## config.mk

```make
export PLATFORM = sky130hd
export DESIGN_NAME = osd_div
export DESIGN_NICKNAME = d
export VERILOG_FILES = /design/src/hdl/osd_pkg.sv /design/src/hdl/osd_div.sv
export SDC_FILE = /design/constraint.sdc
export NUM_CORES = 2
export LEC_CHECK = 0
export CORE_MARGIN = 4
export CORE_UTILIZATION = 35
export CTS_CLUSTER_DIAMETER = 40
export DETAILED_ROUTE_END_ITERATION = 10
export DONT_BUFFER_PORTS = 1
export GPL_ROUTABILITY_DRIVEN = 0
export PLACE_DENSITY_LB_ADDON = 0.25
export SYNTH_ARGS = -nofsm -noshare
export SYNTH_HDL_FRONTEND = slang
export SYNTH_SLANG_ARGS = --single-unit
```

## constraint.sdc

```tcl
create_clock -name clk -period 15 [get_ports clk]
set_clock_uncertainty 0.15 [all_clocks]
set_input_delay 2.25 -clock clk [delete_from_list [all_inputs] [get_ports clk]]
set_output_delay 2.25 -clock clk [all_outputs]
set_load 0.01 [all_outputs]
```

## src/hdl/osd_pkg.sv

```systemverilog
// Shared widths, payload types and constants for the orthoplex distance pipeline.
`timescale 1ns / 1ps
package osd_pkg;

  localparam int WB       = 32;
  localparam int FB       = 16;
  localparam int QB       = WB - 1;
  localparam int SH       = QB - FB;
  localparam int SQ_W     = 2 * WB + 2;
  localparam int NAX      = 4;
  localparam int DIV_LAT  = QB + 1;
  localparam int SQRT_LAT = QB + 1;
  localparam int ADDR_W   = 4;
  localparam int DATA_W   = 32;

  typedef logic signed [WB-1:0] word_t;
  typedef logic [QB-1:0]        sz_t;

  localparam sz_t            SIZE_RESET = sz_t'(65536);
  localparam sz_t            QMAX       = {QB{1'b1}};
  localparam logic [WB-1:0]  WMAX       = {1'b0, {QB{1'b1}}};
  localparam logic [WB-1:0]  WLIM       = {1'b1, {QB{1'b0}}};
  localparam logic [WB+1:0]  ONE_Q      = (WB+2)'(1) << FB;

  typedef struct packed {
    word_t point_x;
    word_t point_y;
    word_t point_z;
    word_t point_w;
  } in_t;

  typedef struct packed {
    word_t signed_distance;
    word_t nearest_x;
    word_t nearest_y;
    word_t nearest_z;
    word_t nearest_w;
  } out_t;

endpackage

```

## src/hdl/osd_div.sv

```systemverilog
// Pipelined restoring divider: saturated (a << FB) / s, one quotient bit per stage.
`timescale 1ns / 1ps
module osd_div (
  input  logic                 clk,
  input  logic                 en,
  input  logic [osd_pkg::WB-1:0] a,
  input  osd_pkg::sz_t         s,
  output osd_pkg::sz_t         q
);
  import osd_pkg::*;

  sz_t  rem_r [QB+1];
  sz_t  low_r [QB+1];
  sz_t  quo_r [QB+1];
  logic sat_r [QB+1];
  logic az_r  [QB+1];

  sz_t  rem_nxt [QB+1];
  sz_t  low_nxt [QB+1];
  sz_t  quo_nxt [QB+1];
  logic sat_nxt [QB+1];
  logic az_nxt  [QB+1];

  always_comb begin
    rem_nxt[0] = QB'(a >> SH);
    low_nxt[0] = {a[SH-1:0], {FB{1'b0}}};
    quo_nxt[0] = '0;
    az_nxt[0]  = (a == '0);
    sat_nxt[0] = (a != '0) && ({{(QB+SH-WB){1'b0}}, a} >= {s, {SH{1'b0}}});
  end

  for (genvar k = 1; k <= QB; k++) begin : g_step
    logic [QB:0] shf;
    logic [QB:0] sub;
    logic        ge;
    always_comb begin
      shf = {rem_r[k-1], low_r[k-1][QB-1]};
      sub = shf - {1'b0, s};
      ge  = (shf >= {1'b0, s});
      rem_nxt[k] = ge ? sub[QB-1:0] : shf[QB-1:0];
      low_nxt[k] = low_r[k-1] << 1;
      quo_nxt[k] = {quo_r[k-1][QB-2:0], ge};
      sat_nxt[k] = sat_r[k-1];
      az_nxt[k]  = az_r[k-1];
    end
  end

  always_ff @(posedge clk) begin
    if (en) begin
      for (int k = 0; k <= QB; k++) begin
        rem_r[k] <= rem_nxt[k];
        low_r[k] <= low_nxt[k];
        quo_r[k] <= quo_nxt[k];
        sat_r[k] <= sat_nxt[k];
        az_r[k]  <= az_nxt[k];
      end
    end
  end

  assign q = az_r[QB] ? '0 : (sat_r[QB] ? QMAX : quo_r[QB]);

endmodule

```

==> impl_metrics.ini <==
[floorplanning]
fp.dieW_microns = 554
rows = 200
die-area_sq_mm = 0.307
start_util = 0.352
die_h_microns = 554
ios = 96
core_sq_mm = 0.297

[synth]
synth_edf_count = 1627
yosys.cell_count.top_type = edfxtp_1
synth_seq_cells = 1627
yosys.area_share.simple = 0.103
synth_top_area_share = 0.468
yosysWarningCount = 0
yosys-mux-area-fraction = 0.0492
synth_compound_area_frac = 0.175
synthCells = 9525
ys_async_sr_fraction = 0
synthesis.nets = 10600
synth_flop_cell = edfxtp_1
synth_xor_area_frac = 0.0651
yosys.area.top_type = edfxtp_1
synth_cell_type_count = 85
avgSynthCellArea_sq_um = 11.0
synth.area.top_cells = edfxtp_1, ha_1, mux2_2
synth_area_sq_mm = 0.104
synth_commonest_cells = edfxtp_1, ha_1, a21oi_1
ys_seq_area_frac = 0.468
synth-adder-area-share = 0.121
synth_top_family_by_area = compound AO/OA/AOI/OAI gates

[clocking]
cts_root_buffer = clkbuf_16
cts_num_sinks = 1627
cts_resized = 0
holdBufCountCts = 0
h-tree-depth = 5
cts.clk_slew.worst_paths_ns = 0.05
ctsLongestPathBuffers = 4
cts_tree = yes
clkLatencyLatePin_ns = 0.91
cts_setup_buffers = 0
numCtsBuffers = 321

[sta]
fin_tns_setup_ns = 0
setup_viol = 0
tightest_slew_ns = 1.36
rsz0062_at_grt = no
fmax_mhz = 150
slew_headroom = 0.0918
finalHoldViolations = 0
min_period_over_period = 0.445
slew_viol_final = 0
period_needed_ns = 6.68

[detailed_routing]
drc = 0
drtIter0Drc = 6155
drt_wl_total_microns = 279000
ant_nets = 0
dr.pass1.iters = 8
vias_per_cell = 5.45
vias = 76000
post_drt_wl_per_cell_microns = 20.0

[global_route]
grt_max_degree = 265
grt_usage = 0.175
grt_pass1_vias = 75500
antenna_found_initial = 12
grt_pass1_wl_microns = 430000
grt-ovfl-total = 0

[place]
dp.cells = 13300
place_area_sq_mm = 0.109
port_buffers = 0
place_hpwl_microns = 192000

[worst_setup_path]
critPathSlowestCell = nor4b_4
path_buf_inv = 3
crit_path_max_incr_delay_ns = 0.80
path_delay_family = compound AO/OA/AOI/OAI gates
path_cells = clkinv_2 > buf_4 > fa_1 > a21o_1 > a21oi_1 > o21bai_1 > a31o_2 > a2111oi_2 > o31a_1 > o21ai_0 > o21ai_0 > nor4b_4 > buf_4 > mux2_2
crit_fanout = 35
worstPathRequired_ns = 15.47
end_kind = flop
critPathArrivalTime_ns = 7.15
critPathLaunchType = primary input
crit_type = primary input to flop

[power]
p_int_mw = 18.3
p_sw_mw = 11.0
power_leakage_nw = 47.9
cellPowerDensity_mw_per_mm2 = 242
max-vdd-ir-drop_uv = 133
p_comb_frac = 0.458
p_sw_frac = 0.375
seq_power_share = 0.286
clock_power_share = 0.257

[final_layout]
finalNonFillerCells = 13900
drive_gt1_frac = 0.120
nNetsFinal = 10800
syn_to_final_growth_pct = 15.9
fin_area_sq_mm = 0.121
fill_cells = 28100

[run_status]
status = completed

[min_path]
hold_path.class = flop to flop

[run]
drv_cap = 0
## area by class of cell
class                      count  area, sq um  area share
timing repair buffer          85          811     0.00670
sequential                  1627        48900       0.404
antenna                        2         5.00   0.0000414
multi-input combinational   7387        53800       0.444
tap                         3939         4930      0.0407
clock inverter               244         3330      0.0275
clock buffer                 349         8180      0.0676
inverter                     294         1100     0.00913
## cells in the final DEF, fill, tap and decap left out, types with 44 or more instances in the layout
cell type / Yosys / routed
nor3_1: 114 / 114
buf_4: 4 / 76
nor2_1: 668 / 668
nor2b_1: 138 / 138
nand4_1: 128 / 128
xnor2_1: 490 / 490
clkbuf_16: 0 / 323
mux2_2: 426 / 426
a21oi_1: 942 / 941
o21bai_1: 110 / 110
nand3_1: 161 / 160
ha_1: 964 / 964
xor2_1: 286 / 286
o31ai_1: 59 / 58
a211oi_1: 65 / 65
inv_1: 294 / 263
and3_1: 73 / 73
a21o_1: 528 / 528
bufinv_16: 0 / 52
and2_1: 45 / 44
o21a_1: 128 / 128
edfxtp_1: 1627 / 1627
nand2_1: 619 / 619
nand2b_1: 120 / 120
a31oi_1: 92 / 92
o21ai_0: 631 / 629
## worst paths after layout
kind,startpoint,endpoint,slack [ns],cells past startpoint
worst max-delay path,s[1],rem_r[1][313],8.32,14
worst max register to register,rem_r[1][279],rem_r[1][313],10.12,12
worst min register to register,quo_r[0][382],quo_r[0][414],0.24,0
worst min-delay path,quo_r[0][382],quo_r[0][414],0.24,0
## per-layer routing
layer	share of wire	global-route usage	routed length [microns]
met5	0.00014	0	39
met4	0.042	0.0705	11700
met3	0.054	0.0274	15000
met2	0.46	0.289	128000
met1	0.45	0.231	124000
## worst register-to-register path, cell delays in order, from the launching register on
cell and delay [ns]:
edfxtp_1 0.43, fa_1 0.43, a21o_1 0.20, a21oi_1 0.22, o21bai_1 0.13, a31o_2 0.28, a2111oi_2 0.47, o31a_1 0.24
o21ai_0 0.17, o21ai_0 0.23, nor4b_4 0.80, buf_4 0.46, mux2_2 0.40
## power groups by stage
stage	clock network (mW)	registers (mW)	logic, mW
finish	7.53	8.37	13.4
global route	7.95	8.49	14.9
CTS	7.73	8.38	13.3
detailed placement	0	8.43	13.2
global placement	0	8.46	12.9
floorplan	0	7.81	10.6
## logic make-up after synthesis
| logic type | count (synthesis) |
|---|---|
| buffers and inverters | 511 |
| DFF | 1627 |
| adders and majority gates | 994 |
| muxes | 455 |
| xor gates and xnor gates | 776 |
| and+or+nand+nor | 2256 |
| AOI/OAI and AO/OA | 2906 |
## metrics by stage
step	hold slack, ns	setup WS [ns]	util	total power [mW]
2_1_floorplan	0.250	7.72	-	18.4
3_3_place_gp	0.250	7.43	0.369	21.4
3_5_place_dp	0.255	7.45	0.369	21.6
4_1_cts	0.224	8.37	0.407	29.4
5_1_grt	0.239	7.94	0.408	31.3
6_report	0.236	8.32	0.408	29.3
## registers in the layout, summed over array words and instances, names as in the netlist
| register | flops |
|---|---|
| az_r | 32 |
| low_r | 120 |
| quo_r | 496 |
| rem_r | 947 |
| sat_r | 32 |
Note: power is estimated with default switching activity, not from simulation.
