[src/hdl/osd_pkg.sv]
// Shared widths, payload types and constants for the orthoplex distance pipeline.
`timescale 1ns / 1ps
package osd_pkg;

  localparam int WB       = 32;
  localparam int FB       = 16;
  localparam int QB       = WB - 1;
  localparam int SH       = QB - FB;
  localparam int SQ_W     = 2 * WB + 2;
  localparam int NAX      = 4;
  localparam int DIV_LAT  = QB + 1;
  localparam int SQRT_LAT = QB + 1;
  localparam int ADDR_W   = 4;
  localparam int DATA_W   = 32;

  typedef logic signed [WB-1:0] word_t;
  typedef logic [QB-1:0]        sz_t;

  localparam sz_t            SIZE_RESET = sz_t'(65536);
  localparam sz_t            QMAX       = {QB{1'b1}};
  localparam logic [WB-1:0]  WMAX       = {1'b0, {QB{1'b1}}};
  localparam logic [WB-1:0]  WLIM       = {1'b1, {QB{1'b0}}};
  localparam logic [WB+1:0]  ONE_Q      = (WB+2)'(1) << FB;

  typedef struct packed {
    word_t point_x;
    word_t point_y;
    word_t point_z;
    word_t point_w;
  } in_t;

  typedef struct packed {
    word_t signed_distance;
    word_t nearest_x;
    word_t nearest_y;
    word_t nearest_z;
    word_t nearest_w;
  } out_t;

endpackage

[src/hdl/osd_sqrt.sv]
// Pipelined integer square root of a sum of two partial sums, one root bit per stage.
`timescale 1ns / 1ps
module osd_sqrt (
  input  logic                    clk,
  input  logic                    en,
  input  logic [osd_pkg::SQ_W-2:0] x0,
  input  logic [osd_pkg::SQ_W-2:0] x1,
  output osd_pkg::sz_t            root
);
  import osd_pkg::*;

  logic [2*QB-1:0] rad_r  [QB+1];
  logic [QB+1:0]   rem_r  [QB+1];
  sz_t             root_r [QB+1];
  logic            sat_r  [QB+1];

  logic [2*QB-1:0] rad_nxt  [QB+1];
  logic [QB+1:0]   rem_nxt  [QB+1];
  sz_t             root_nxt [QB+1];
  logic            sat_nxt  [QB+1];
  logic [SQ_W-1:0] sum;

  always_comb begin
    sum         = {1'b0, x0} + {1'b0, x1};
    rad_nxt[0]  = sum[2*QB-1:0];
    sat_nxt[0]  = (sum[SQ_W-1:2*QB] != '0);
    rem_nxt[0]  = '0;
    root_nxt[0] = '0;
  end

  for (genvar k = 1; k <= QB; k++) begin : g_step
    logic [QB+3:0] shf;
    logic [QB+3:0] trial;
    logic [QB+3:0] sub;
    logic          ge;
    always_comb begin
      shf   = {rem_r[k-1], rad_r[k-1][2*QB-1 -: 2]};
      trial = {2'b00, root_r[k-1], 2'b01};
      sub   = shf - trial;
      ge    = (shf >= trial);
      rem_nxt[k]  = ge ? sub[QB+1:0] : shf[QB+1:0];
      root_nxt[k] = {root_r[k-1][QB-2:0], ge};
      rad_nxt[k]  = rad_r[k-1] << 2;
      sat_nxt[k]  = sat_r[k-1];
    end
  end

  always_ff @(posedge clk) begin
    if (en) begin
      for (int k = 0; k <= QB; k++) begin
        rad_r[k]  <= rad_nxt[k];
        rem_r[k]  <= rem_nxt[k];
        root_r[k] <= root_nxt[k];
        sat_r[k]  <= sat_nxt[k];
      end
    end
  end

  assign root = sat_r[QB] ? QMAX : root_r[QB];

endmodule

[config.mk]
export PLATFORM = sky130hd
export DESIGN_NAME = osd_sqrt
export DESIGN_NICKNAME = d
export VERILOG_FILES = /design/src/hdl/osd_pkg.sv /design/src/hdl/osd_sqrt.sv
export SDC_FILE = /design/constraint.sdc
export NUM_CORES = 2
export LEC_CHECK = 0
export ABC_CLOCK_PERIOD_IN_PS = 5300
export BUFFER_PORTS_ARGS = -buffer_cell sky130_fd_sc_hd__buf_4
export CAP_MARGIN = 15
export CELL_PAD_IN_SITES_DETAIL_PLACEMENT = 2
export CELL_PAD_IN_SITES_GLOBAL_PLACEMENT = 2
export CORE_UTILIZATION = 45
export DETAILED_ROUTE_END_ITERATION = 8
export PLACE_DENSITY_LB_ADDON = 0.1
export SYNTH_ARGS = -nofsm -noshare
export SYNTH_HDL_FRONTEND = slang
export SYNTH_SLANG_ARGS = --single-unit
export TNS_END_PERCENT = 30
[constraint.sdc]
create_clock -name clk -period 5.3 [get_ports clk]
set_clock_uncertainty 0.05 [all_clocks]
set_input_delay 1.06 -clock clk [delete_from_list [all_inputs] [get_ports clk]]
set_output_delay 1.06 -clock clk [all_outputs]
set_load 0.02 [all_outputs]
==> out/metrics.csv <==
stage,metric,value,unit
synthesis,ys_types,90,
grt,grt_max_degree,132,
placement,dpl_cell_area,122000,µm²
timing,final_hold_viol_count,0,
grt,grtUsageTotal,29.5,%
min_path,hold_path.startpoint,rad_r[0][211],
grt,gr-total-overflow,0,
synthesis,synth-edff-count,2462,
synthesis,synth_most_common_cell,edfxtp_1,
route,final_antenna_net_count,0,
clocking,root_buffer,clkbuf_16,
placement,dp_slack,0.107,ns
clocking,cts_tree,built,
worst_setup_path,max_stage_delay,0.68,ns
pwr,ir_worst_vdd,0.000277,V
grt,antenna_found_initial,13,
pwr,p_clk_share,33.9,%
floorplanning,die_area,259000,µm²
worst_setup_path,arrival,5.66,ns
synthesis,synth.top_cells.by_area,"edfxtp_1 64%, ha_1 6.4%, xnor2_1 3.1%",
final_layout,fin_area,130000,µm²
synthesis,synth-main-ff-cell,edfxtp_1,
clocking,cts_hold_buffers,0,
timing,worst_hold_slack,0.346,ns
synthesis,synth_nets,9771,
synthesis,synthTopCellsByCount,"2462 x edfxtp_1, 714 x inv_1, 682 x nand2_1",
placement,place_congestion,0.858,
worst_setup_path,start_kind,register,
clocking,cts_buffers,290,
route,wirelength,387000,µm
timing,tightestPinTransition,1.09,ns
route,drc,0,
route,routedWlPerCell,29.8,µm
clocking,clk_latency,0.95,ns
worst_setup_path,crit_chain,ha_1 > o21ai_0 > a221o_1 > a21o_1 > a211oi_1 > o2111ai_1 > a21oi_1 > and4_1 > o31a_1 > nor4_2 > buf_12 > o21ai_0,
clocking,cts_num_sinks,2462,
synthesis,async_flop_share,0,%
timing,fin_setup_tns,0,ns
min_path,hp-class,reg -> reg,
floorplanning,chipWidth,509,µm
worst_setup_path,path_common_cell,o21ai_0,
synthesis,synth_area,116000,µm²
worst_setup_path,crit_required,5.88,ns
timing,fin_crit_sh,95.8,%
grt,grt_pass1_wl,571000,µm
pwr,leakage,49.9,nW
route,drt_iter0_markers,5726,
placement,hpwl,270000,µm
final_layout,layout.nets,10200,
pwr,sw_frac_of_total,30.2,%
clocking,clk_pin_slew,0.07,ns
timing,max_slew_margin,26.5,%
pwr,pwr-share-seq,46.6,%
worst_setup_path,crit_fanout,59,
timing,rsz0062_at_grt,false,
worst_setup_path,reg2reg_depth,12,
timing,fin_ws,0.220,ns
run_status,status,"complete, no violations",
floorplanning,start_util,45.4,%
floorplanning,die_y,509,µm
worst_setup_path,startpoint,rem_r[1][396],
pwr,cellInternalPower,39.7,mW
final_layout,drive_gt1_share,8.41,%
route,vias,77600,
worst_setup_path,slowest_stage,a211oi_1,
worst_setup_path,crit_type,reg -> reg,
floorplanning,rows,185,
synthesis,netlist_instances,9045,
pwr,power_per_cell_area,436,nW/µm²
clocking,post_cts_buffers,0,
synthesis,synth.largest_area_cell,edfxtp_1,
synthesis,yosysWarnings,0,
floorplanning,core_area,255000,µm²
worst_setup_path,r2r_start,rem_r[1][396],
placement,portBuffers,162,
pwr,power_frac_comb,19.5,%
timing,maxSlewViolCount,0,
clocking,cts_max_level,5,
synthesis,synth_top_area_share,63.9,%
timing,max_freq,197,MHz
job,cap_violations,0,
route,firstDrtPassIters,7,
min_path,whs_path_depth,0,
route,viasPerCell,5.96,
synthesis,ys_seq_elements,2462,
grt,grt_pass1_vias,85100,
worst_setup_path,endpoint_kind,register,
clocking,cts_buffer_depth,4,
synthesis,syn_area_per_cell,12.8,µm²
floorplanning,io-pin-count,163,
timing,period_minus_slack,5.08,ns
final_layout,syn2layout_area_growth,12.8,%
pwr,switchingPower,17.2,mW
synthesis,ys_seq_area_share,63.9,%
timing,finalSetupViolCount,0,
clocking,ctsResizeCount,0,
==> worst max-delay path: cells and delay by family, from the launching register on <==
family | cells | cell delay (ns)
buffers and inverters | 1 | 0.19
AOI/OAI and AO/OA | 8 | 3.22
adders and majority gates | 1 | 0.42
DFF | 1 | 0.44
and+or+nand+nor | 2 | 0.38
==> layer usage <==
layer | GRT usage, % | share of wire, %
met1 | 34.5 | 39
met2 | 53.1 | 51
met4 | 14.7 | 5.5
met3 | 3.83 | 4.4
met5 | 0 | 0.012
==> sequential cells by signal, summed over array words and instances, names as in the netlist <==
name and cells:
sat_r 32, root_r 496, rem_r 942, rad_r 992
==> layout make-up <==
type / instances / area [µm²]
antenna: 9 / 22.5
multi-input combinational: 5701 / 38500
sequential: 2462 / 73900
fill: 24200 / 124000
timing repair buffer: 279 / 2410
inverter: 717 / 2690
tap: 3366 / 4210
clock buffer: 367 / 7670
clock inverter: 120 / 977
==> metrics by stage <==
stage	util (%)	std cells	power, mW
after floorplan	-	9045	33.0
after global placement	47.8	12500	36.3
after detailed placement	47.8	12500	37.5
after CTS	51.2	13000	57.2
after global routing	51.2	13000	58.8
final	51.2	13000	56.9
==> placed cells by master, fill, tap and decap left out, types with 250 or more instances in the layout <==
cell type  Yosys  layout
buf_4          1     250
clkbuf_16      0     296
xor2_1       397     397
xnor2_1      415     415
nor3_1       252     252
inv_1        714     714
ha_1         593     593
o21ai_0      503     503
nor2_1       518     516
edfxtp_1    2462    2462
nand2_1      682     682
a21oi_1      508     507
==> path summary, 6_finish.rpt <==
kind                         to  slack, ns
hold reg to reg   rad_r[0][275]       0.35
setup / recovery  rem_r[1][435]       0.22
hold / removal    rad_r[0][275]       0.35
setup reg to reg  rem_r[1][435]       0.22
==> power by group through the flow <==
| stage | clock network, mW | logic (mW) | registers (mW) |
|---|---|---|---|
| floorplan | 0 | 7.24 | 25.7 |
| CTS | 19.6 | 11.0 | 26.5 |
| finish | 19.3 | 11.1 | 26.5 |
| global route | 20.2 | 12.0 | 26.7 |
| detailed placement | 0 | 10.7 | 26.8 |
| global placement | 0 | 9.81 | 26.5 |
==> kinds of logic (layout without fill, tap and decap cells) <==
logic type      count (synthesis)  in the layout  synth area share [%]
simple gates                 2438           2438                  10.4
compound gates               1787           1787                  9.55
flops                        2462           2462                  63.9
mux                            69             69                 0.657
xor+xnor                      812            812                  6.15
other cells                     1             10               0.00324
buf+inv                       882           1483                  2.87
fa+ha+maj                     594            594                  6.43
No activity file was read; power rests on OpenSTA's default activity.
